==> src/rtl/htd_ram.sv <==
// htd_ram: generic single write port, single read port ram
// registered read data, updated only on a read enable
// no dependencies
module htd_ram #(
  parameter int WIDTH = 8,
  parameter int DEPTH = 16
) (
  input  logic                     clk,
  input  logic                     we,
  input  logic [$clog2(DEPTH)-1:0] waddr,
  input  logic [WIDTH-1:0]         wdata,
  input  logic                     re,
  input  logic [$clog2(DEPTH)-1:0] raddr,
  output logic [WIDTH-1:0]         rdata
);

  logic [WIDTH-1:0] mem [DEPTH];

  always_ff @(posedge clk) begin
    if (we) begin
      mem[waddr] <= wdata;
    end
    if (re) begin
      rdata <= mem[raddr];
    end
  end

endmodule

==> config.mk <==
export PLATFORM = sky130hd
export DESIGN_NAME = htd_ram
export DESIGN_NICKNAME = d
export VERILOG_FILES = /design/src/rtl/htd_ram.sv
export SDC_FILE = /design/constraint.sdc
export NUM_CORES = 1
export LEC_CHECK = 0
export BUFFER_PORTS_ARGS = -buffer_cell sky130_fd_sc_hd__buf_2
export CORE_ASPECT_RATIO = 0.5
export CORE_MARGIN = 1
export CORE_UTILIZATION = 60
export DETAILED_ROUTE_END_ITERATION = 10
export PLACE_DENSITY_LB_ADDON = 0.15
export SKIP_LAST_GASP = 1
export SYNTH_ARGS = -nofsm -noshare
export SYNTH_HDL_FRONTEND = slang
export SYNTH_SLANG_ARGS = --single-unit
export TNS_END_PERCENT = 20
==> constraint.sdc <==
create_clock -name clk -period 2.41 [get_ports clk]
set_clock_uncertainty 0.05 [all_clocks]
set_input_delay 0.482 -clock clk [delete_from_list [all_inputs] [get_ports clk]]
set_output_delay 0.482 -clock clk [all_outputs]
set_load 0.01 [all_outputs]
* Word level (Yosys, flattened, before mapping)
Memory sizes are Yosys's and may differ from the RTL's. A register that Yosys moved wholly into a read port is not among the register bits.
Index checks and enable logic that the tools add are counted.
** Cells by class
- Multiplexer cells :: 2
** Operators by type and width (number)
- $mux 1 :: 2
** Storage, ports and cells
- Bits in writable memories :: 128
- Output and inout bits :: 8
- Memories kept :: 1
- Logic and storage cells :: 3
- Input port bits :: 19
- Register bits :: 0
** Memories
- mem :: words 16, bits a word 8, read ports 1, clocked after Yosys merged registers in 1, wr ports 1, line 17 : logic [WIDTH-1:0] mem [DEPTH];

* Longest topological paths before layout
Gate-level depths: netlist of run 1.
- Word-level depth :: 2
- Depth in mapped cells :: 5
- Mapped depth without buffers :: 3

* Least setup slack after synthesis of run 1
No wires, ideal clock.
- Path kind :: input -> register
- Start point :: input port waddr[2]
- End point :: memory mem[0][0], enable pin
- Data arrival time :: 1592 ps
- Slack :: 385 ps
- Path buffers :: 0
- Required time :: 1977 ps
- Stages :: 2
- Cells stage by stage :: or3b_2 nor3_1
** RTL lines
- from (decl) :: line 10 : input logic [$clog2(DEPTH)-1:0] waddr,
- to (decl) :: line 17
No word-level cell before the write port.

==> results.toml, run 1 <==
[clock_tree]
clk_path_buf_depth = 2
clk_pin_slew_ns = 0.06
post_cts_resized = 0
holdBufCountCts = 0
cts_root_buf = "clkbuf_16"
clkSinkCount = 136
clk_latency_ns = 0.41
htree_levels = 4
cts_tree = "yes"
numCtsBuffers = 17
post_cts.repair.setup_buffers = 0

[timing]
worst_pin_slew_ns = 0.4310
fin_setup_tns_ns = 0
fmax_mhz = 545.2
rsz0062_at_grt = "no"
timing.final.hold_violations = 0
finalMaxSlewViolations = 0
setup_viol = 0
post-route-period-util = 0.7611
max_slew_margin = 0.7126
min_period_ns = 1.834
fin_hold_ws_ns = 0.4040

[run]
maxCapViolCount = 0

[critical_path]
worstSetupPathType = "input port to flop"
startpoint = "raddr[0]"
cp.required_ns = 2.51
path_delay_family = "multiplexers"
r2r-start = "mem[8][1]"
worst-path-buf-inv = 2
crit_fanout = 28
critPathMaxStageDelay_ns = 0.60
arrival_ns = 1.93
reg2reg_slack_ns = 0.70
cpMaxStageDelayCell = "mux4_1"
critPathCaptureType = "flop"
path_cells = "buf_2 -> buf_12 -> mux4_1 -> a22oi_1 -> nand2_1"
critPathLaunchType = "input port"

[pwr]
swShare = 0.1932
p_clk_frac = 0.484
p_int_uw = 4596
p_sw_uw = 1101
power_density_nw_per_um2 = 914.8
ir_drop_uv = 724.6
total_power_uw = 5697
p_leak_uw = 0.002132
power_frac_seq = 0.471
combPwrFrac = 0.045

[logic_synthesis]
synthFlopType = "edfxtp_1"
synth_compound_area_frac = 0.02298
syn_area_per_cell_um2 = 22.83
ys_seq_area_frac = 0.7812
yosysWarnings = 0
synth_commonest_cells = "edfxtp_1, mux4_2, a22oi_1"
ys_ff_latch = 136
synth_top_family_by_area = "multiplexers"
synth_cell_type_count = 18
synth_area_um2 = 5228
synthCells = 229
synthArstFlopShare = 0
synth.top_cell.area_share = 0.7812
synth.most_common_cell = "edfxtp_1"
yosys.area.top_type = "edfxtp_1"
synth-edff-count = 136
synth-simple-area-share = 0.03135
synth_nets = 248
synth-adder-area-share = 0
synth_area_leaders = "edfxtp_1, mux4_2, mux4_1"
muxShareOfSynthArea = 0.1479
synth-xor-area-share = 0

[place]
dpl.hpwl_mm = 6.282
place.port_buffers = 26
gp_congestion = 0.8027

[global_route]
grt_max_degree = 29
antenna_found_initial = 0
grt_overflow = 0
grt_pass1_wl_mm = 15.88
grt_pass1_vias = 2497
grt_use_total = 0.2689

[routing]
route.detailed.drc = 0
routedWlPerCell_um = 26.23
first_iter_violations = 218
routed_wl_mm = 10.76
route.met2.wl_mm = 4.903
vias = 2571
ant_nets = 0
drt-vias-per-instance = 6.271
wl_met1_mm = 4.691
routed-wl-met3_um = 994
drt_pass1_iterations = 4
highest-signal-layer = "met4"

[die]
die_w_um = 134.0
start_util = 0.6351
die_y_um = 68
pin_count = 27
rows = 23
core_region_area_um2 = 8230
die_area_um2 = 9112

[min_path]
hold_path_class = "input port to flop"
hold_start = "re"

[final_layout]
antenna_cells = 0
fillers = 442
area_delta_synth_final_pct = 19.12
drive_above_1_share = 0.3154
nets = 304

[run_status]
status = "completed"
stage by stage:
step / cell area, µm² / utilization / std cells / worst slack [ns]
2_1_floorplan: 5228 / - / 229 / 0.3851
3_3_place_gp: 5594 / 0.6797 / 378 / 0.2141
6_report: 6227 / 0.7566 / 410 / 0.5757
5_1_grt: 6227 / 0.7566 / 410 / 0.5626
3_5_place_dp: 5594 / 0.6797 / 378 / 0.2214
4_1_cts: 6227 / 0.7566 / 410 / 0.6163
registers in the layout (all words and copies together) (netlist names):
| signal | count |
|---|---|
| rdata | 8 |
| mem | 128 |
routing by layer:
layer  GRT usage  up-vias
met3     0.07778       17
li1            -     1096
met5           0        -
met4      0.1236        0
met2      0.3990      156
met1      0.3791     1302
layout make-up:
cell class	instances	area, µm²	share of cell area
timing repair buffer	47	312.8	0.05023
multi-input combinational	83	1057	0.1698
sequential	136	4084	0.6558
clock inverter	14	203.9	0.03275
tap	112	140.1	0.02250
clock buffer	18	429.2	0.06892
worst register-to-register path: stages (launching register included):
cell,delay (ns)
edfxtp_1,0.42
mux4_1,0.57
a22oi_1,0.26
nand2_1,0.13
final timing paths:
check | endpoint | cells past startpoint
max reg2reg | rdata[1] | 3
min reg2reg | rdata[7] | 3
min | rdata[0] | 1
max | rdata[0] | 5
power groups by stage:
stage / Combinational [µW] / Clock [µW] / Sequential, µW
global placement: 244 / 0 / 2730
detailed placement: 253 / 0 / 2730
floorplan: 134 / 0 / 2730
CTS: 258 / 2790 / 2680
global route: 276 / 2880 / 2680
finish: 257 / 2760 / 2680
logic make-up (layout without fill, tap and decap cells):
| kind of cell | Yosys count | in the layout |
|---|---|---|
| flip-flops | 136 | 136 |
| AND/OR/NAND/NOR | 35 | 35 |
| multiplexers | 32 | 32 |
| AO/OA/AOI/OAI | 16 | 16 |
| buffers and inverters | 10 | 79 |
cell usage in the layout (no fill, tap or decap):
cell type / n
clkinv_4: 1
and2_1: 1
edfxtp_1: 136
nand3b_1: 2
clkinv_2: 2
clkinvlp_4: 2
buf_2: 26
nand2_1: 9
buf_12: 2
mux4_1: 14
nor2_1: 13
nand3_1: 1
nor2b_1: 1
nand2b_1: 2
inv_6: 1
mux4_2: 18
a22oi_1: 16
nor3_1: 4
bufinv_16: 5
clkbuf_1: 1
or3b_2: 1
clkbuf_16: 17
buf_4: 19
clkinv_1: 3
and2b_1: 1
No activity file was read; power rests on OpenSTA's default activity.
==> run 2, diff against run 1 <==
--- a/config.mk
+++ b/config.mk
@@ -5,10 +5,11 @@
 export SDC_FILE = /design/constraint.sdc
 export NUM_CORES = 1
 export LEC_CHECK = 0
+export ABC_AREA = 1
 export BUFFER_PORTS_ARGS = -buffer_cell sky130_fd_sc_hd__buf_2
 export CORE_ASPECT_RATIO = 0.5
 export CORE_MARGIN = 1
-export CORE_UTILIZATION = 60
+export CORE_UTILIZATION = 61
 export DETAILED_ROUTE_END_ITERATION = 10
 export PLACE_DENSITY_LB_ADDON = 0.15
 export SKIP_LAST_GASP = 1
==> constraint.sdc (replaced) <==
create_clock -name clk -period 1.7 [get_ports clk]
set_clock_uncertainty 0.05 [all_clocks]
set_input_delay 0.34 -clock clk [delete_from_list [all_inputs] [get_ports clk]]
set_output_delay 0.34 -clock clk [all_outputs]
set_load 0.01 [all_outputs]
==> run 2 against run 1 <==
Against the previous run: cell area rose by 6.6%; critical path depth fell by 4; sequential cell count did not move.
==> results.toml, run 2 <==
[clock_tree]
clk_path_buf_depth = 2
cts_root_buf = "clkbuf_16"
numCtsBuffers = 17
cts_tree = "yes"
clk_pin_slew_ns = 0.05
htree_levels = 4
post_cts.repair.setup_buffers = 0
holdBufCountCts = 0
clk_latency_ns = 0.41
clkSinkCount = 136
post_cts_resized = 0

[final_layout]
area_delta_synth_final_pct = 13.57
drive_above_1_share = 0.1190
final_cell_mix = "nand2_1, edfxtp_1, inv_1, nand3_1, buf_2"
largest_reg_flops = 128
reg_top3 = "mem: 128 flops, rdata: 8 flops"
regMostFlops = "mem"
antenna_cells = 0
layout_commonest_cell = "nand2_1"
nets = 618
fillers = 600
final_cell_count_no_fill = 722

[timing]
rsz0062_at_grt = "no"
timing.final.hold_violations = 0
fmax_mhz = 695.0
timing.final.ws_setup_ns = 0.2613
max_slew_margin = 0.6092
post-route-period-util = 0.8463
min_period_ns = 1.439
fin_setup_tns_ns = 0
setup_viol = 0
worst_pin_slew_ns = 0.5854
finalMaxSlewViolations = 0

[critical_path]
cp.depth = 1
r2r_cells = 6
reg2reg_slack_ns = 0.47
cp.required_ns = 1.31
critPathCaptureType = "primary output"
path_delay_family = "flip-flops"
startpoint = "rdata[2]"
path_cells = "buf_2"
arrival_ns = 1.05
cp-endpoint = "rdata[2]"
cpMaxStageDelayCell = "edfxtp_1"
worst-path-buf-inv = 1
critPathMaxStageDelay_ns = 0.45
crit_fanout = 1
r2r-start = "mem[13][1]"
regToRegEndpoint = "rdata[1]"
critPathLaunchType = "flop"
worstSetupPathType = "flop to primary output"

[logic_synthesis]
synthFlopType = "edfxtp_1"
synth_cell_type_count = 11
synth.most_common_cell = "nand2_1"
synth_nets = 570
yosys.area.top_type = "edfxtp_1"
ys_seq_area_frac = 0.6985
synth.top_cell.area_share = 0.6985
syn_area_per_cell_um2 = 10.61
synthCells = 551
synth_area_um2 = 5847
synth_commonest_cells = "nand2_1, edfxtp_1, inv_1"
synthArstFlopShare = 0
ys_ff_latch = 136
synth-edff-count = 136
synth_area_leaders = "edfxtp_1, nand2_1, nand3_1"
yosysWarnings = 0

[place]
dp.cells = 697
dpl.hpwl_mm = 8.010
place.port_buffers = 26
pre_cts_ws_ns = -0.01168
gp_congestion = 0.8889

[pwr]
combPwrFrac = 0.065
p_leak_uw = 0.002898
ir_drop_uv = 781.3
p_sw_uw = 1521
power_frac_seq = 0.526
p_int_uw = 5723
swShare = 0.2100
p_clk_frac = 0.409
power_density_nw_per_um2 = 1091

[min_path]
hold_start = "re"
hold_path_class = "input port to flop"

[global_route]
grt_pass1_vias = 3804
grt_pass1_wl_mm = 20.09
grt_overflow = 0
antenna_found_initial = 0
grt_use_total = 0.2874
grt_max_degree = 33

[die]
die_w_um = 140.5
core_region_area_um2 = 9009
die_y_um = 71.23
die_area_um2 = 10000
pin_count = 27
rows = 24
start_util = 0.6490

[run]
maxCapViolCount = 0

[routing]
ant_nets = 0
vias = 3969
route.detailed.drc = 0
routed_wl_mm = 12.90
drt-vias-per-instance = 5.497
drt_pass1_iterations = 4
first_iter_violations = 476
routedWlPerCell_um = 17.86

[run_status]
status = "completed"
run 2: logic make-up (layout without fill, tap and decap cells):
group                  count (synthesis)  in the layout  synth area share
flip-flops                           136            136            0.6985
buffers and inverters                126            180           0.09394
AND/OR/NAND/NOR                      289            289            0.2076
run 2: metal layers:
layer	wire [µm]	vias up	track usage
li1	-	1869	-
met1	5607	1899	0.3963
met2	6047	167	0.4533
met3	938	34	0.05682
met4	303	0	0.1365
met5	0	-	0
run 2: final cells by class:
| class | count | area [µm²] | share of cell area |
|---|---|---|---|
| sequential | 136 | 4084 | 0.6150 |
| multi-input combinational | 289 | 1214 | 0.1828 |
| timing repair buffer | 53 | 357.8 | 0.05389 |
| clock buffer | 25 | 455.4 | 0.06859 |
| inverter | 102 | 382.9 | 0.05766 |
| tap | 117 | 146.4 | 0.02205 |
run 2: per-stage QoR:
step           hold WS (ns)  utilization  total power (µW)  area (µm²)
6_report             0.2508       0.7371              7244        6640
3_3_place_gp         0.6824       0.6865              4322        6185
3_5_place_dp         0.6802       0.6865              4334        6185
5_1_grt              0.2516       0.7371              7433        6640
2_1_floorplan        0.3889            -              4138        5847
4_1_cts              0.2540       0.7371              7260        6640
run 2: worst min path at each step:
stage / end / cells past startpoint
4_1_cts: rdata[0] / 1
3_5_place_dp: rdata[6] / 1
3_3_place_gp: rdata[5] / 6
6_report: rdata[2] / 1
2_1_floorplan: mem[0][0] / 0
5_1_grt: rdata[1] / 1
run 2: power groups by stage:
stage / combinational (µW) / clock, µW / sequential (µW)
2_1_floorplan: 265 / 0 / 3870
3_3_place_gp: 452 / 0 / 3870
3_5_place_dp: 462 / 0 / 3870
4_1_cts: 467 / 2990 / 3810
5_1_grt: 518 / 3100 / 3810
6_report: 469 / 2970 / 3810
==> run 3, diff against run 2 <==
==> constraint.sdc (replaced) <==
create_clock -name clk -period 1.4 [get_ports clk]
set_clock_uncertainty 0.05 [all_clocks]
set_input_delay 0.28 -clock clk [delete_from_list [all_inputs] [get_ports clk]]
set_output_delay 0.28 -clock clk [all_outputs]
set_load 0.01 [all_outputs]
==> run 3 against run 2 <==
Against the previous run: utilization is 1.8 points higher; register-to-register slack got worse by 0.36 ns; sequential power grew 21%; worst setup slack got worse by 0.16 ns; clock-buffer cell count decreased by 6; clock power up 28%; cell area is 2.5% higher; critical endpoint is now rdata[3]; largest power group unchanged; first-iteration DRC count shrank 17%; critical path type unchanged; power rose by 25%; die area unchanged; via count grew 2.3%; worst hold slack worse by 0.051 ns.
==> results.toml, run 3 (synthesis results as in run 2) <==
[clock_tree]
cts_tree = "yes"
cts_root_buf = "clkbuf_16"
post_cts.repair.setup_buffers = 0
numCtsBuffers = 17
clkSinkCount = 136
clk_pin_slew_ns = 0.06
clk_path_buf_depth = 2
htree_levels = 4
post_cts_resized = 0
clk_latency_ns = 0.42
holdBufCountCts = 0

[place]
placed_cell_area_um2 = 6310
dpl.hpwl_mm = 8.254
place.port_buffers = 26
gp_congestion = 0.8619
pre_cts_ws_ns = -0.1370

[timing]
timing.final.ws_setup_ns = 0.1037
min_period_ns = 1.296
post-route-period-util = 0.9259
timing.final.hold_violations = 0
worst_pin_slew_ns = 0.3743
fmax_mhz = 771.4
finalMaxSlewViolations = 0
max_slew_margin = 0.7505
setup_viol = 0
rsz0062_at_grt = "no"

[global_route]
grt_use_total = 0.2901
grt_pass1_vias = 3859
grt_pass1_wl_mm = 20.40
antenna_found_initial = 0
grt_max_degree = 33
grt_overflow = 0

[critical_path]
crit_fanout = 1
critPathMaxStageDelay_ns = 0.38
regToRegEndpoint = "rdata[2]"
worst-path-buf-inv = 1
cp.required_ns = 1.07
r2r_cells = 6
r2r-start = "mem[5][2]"
path_cells = "buf_2"
critPathCaptureType = "primary output"
reg2reg_slack_ns = 0.11
critPathLaunchType = "flop"
arrival_ns = 0.97
cpMaxStageDelayCell = "edfxtp_1"
worstSetupPathType = "flop to primary output"
path_delay_family = "flip-flops"

[min_path]
min_to = "rdata[6]"
holdPathStages = 1
hold_path_class = "input port to flop"
hold_start = "re"

[pwr]
p_leak_uw = 0.002964
power_density_nw_per_um2 = 1327
ir_drop_uv = 891.6

[die]
rows = 24
start_util = 0.6490
die_area_um2 = 10000
core_region_area_um2 = 9009
pin_count = 27
die_w_um = 140.5
die_y_um = 71.23

[routing]
routedWlPerCell_um = 18.26
route.detailed.drc = 0
first_iter_violations = 397
vias = 4060
drt-vias-per-instance = 5.539
drt_pass1_iterations = 7
ant_nets = 0
routed_wl_mm = 13.39

[final_layout]
antenna_cells = 0
nets = 623
reg_top3 = "mem: 128 flops, rdata: 8 flops"
stdcell_area_um2 = 6805
drive_above_1_share = 0.1347
largest_reg_flops = 128
layout_commonest_cell = "nand2_1"
fin_util = 0.7554
regMostFlops = "mem"
fillers = 569
area_delta_synth_final_pct = 16.39
final_cell_mix = "nand2_1, edfxtp_1, inv_1, nand3_1, buf_2"

[run_status]
status = "completed"

[run]
maxCapViolCount = 0
run 3: cell count changes in the layout (fill, tap and decap cells not counted), sizes merged:
cell and change:
clkbuf -6, clkinvlp +4, buf +5, clkinv +8
run 3: area by class of cell:
class | count | area, µm² | share of cell area
clock buffers | 19 | 432.9 | 0.06361
flip-flops and latches | 136 | 4084 | 0.6001
well taps | 117 | 146.4 | 0.02151
inverters | 102 | 382.9 | 0.05626
clock inverters | 12 | 62.56 | 0.009193
repair buffers | 58 | 483.0 | 0.07097
multi-input cells | 289 | 1214 | 0.1783
run 3: per-layer routing:
layer	vias up	track usage	share of wire
met5	-	0	0
met4	0	0.1473	0.020
met3	26	0.05348	0.095
met2	244	0.4733	0.48
met1	1905	0.3859	0.41
li1	1885	-	-
run 3: report_power, final:
| group | switching (µW) | internal, µW |
|---|---|---|
| registers | 23.9 | 4590 |
| logic | 418 | 210 |
| clock network | 1590 | 2200 |
run 3: worst max path at each step:
stage | to | slack, ns | start | depth (start not counted)
final | rdata[3] | 0.10 | rdata[3] | 1
after global routing | rdata[3] | 0.08 | rdata[3] | 1
after CTS | rdata[3] | 0.08 | rdata[3] | 1
after detailed placement | rdata[3] | -0.14 | raddr[0] | 9
after global placement | rdata[3] | -0.13 | raddr[0] | 9
after floorplan | mem[10][0] | 0.12 | waddr[2] | 2
run 3: through the flow:
step	power [µW]	setup TNS, ns	instances	hold WS [ns]
after global routing	9261	0	733	0.1908
after detailed placement	5305	-0.5441	702	0.6253
after global placement	5289	-0.4221	702	0.6227
after floorplan	5024	0	551	0.3289
final	9033	0	733	0.1994
after CTS	9056	0	733	0.1938
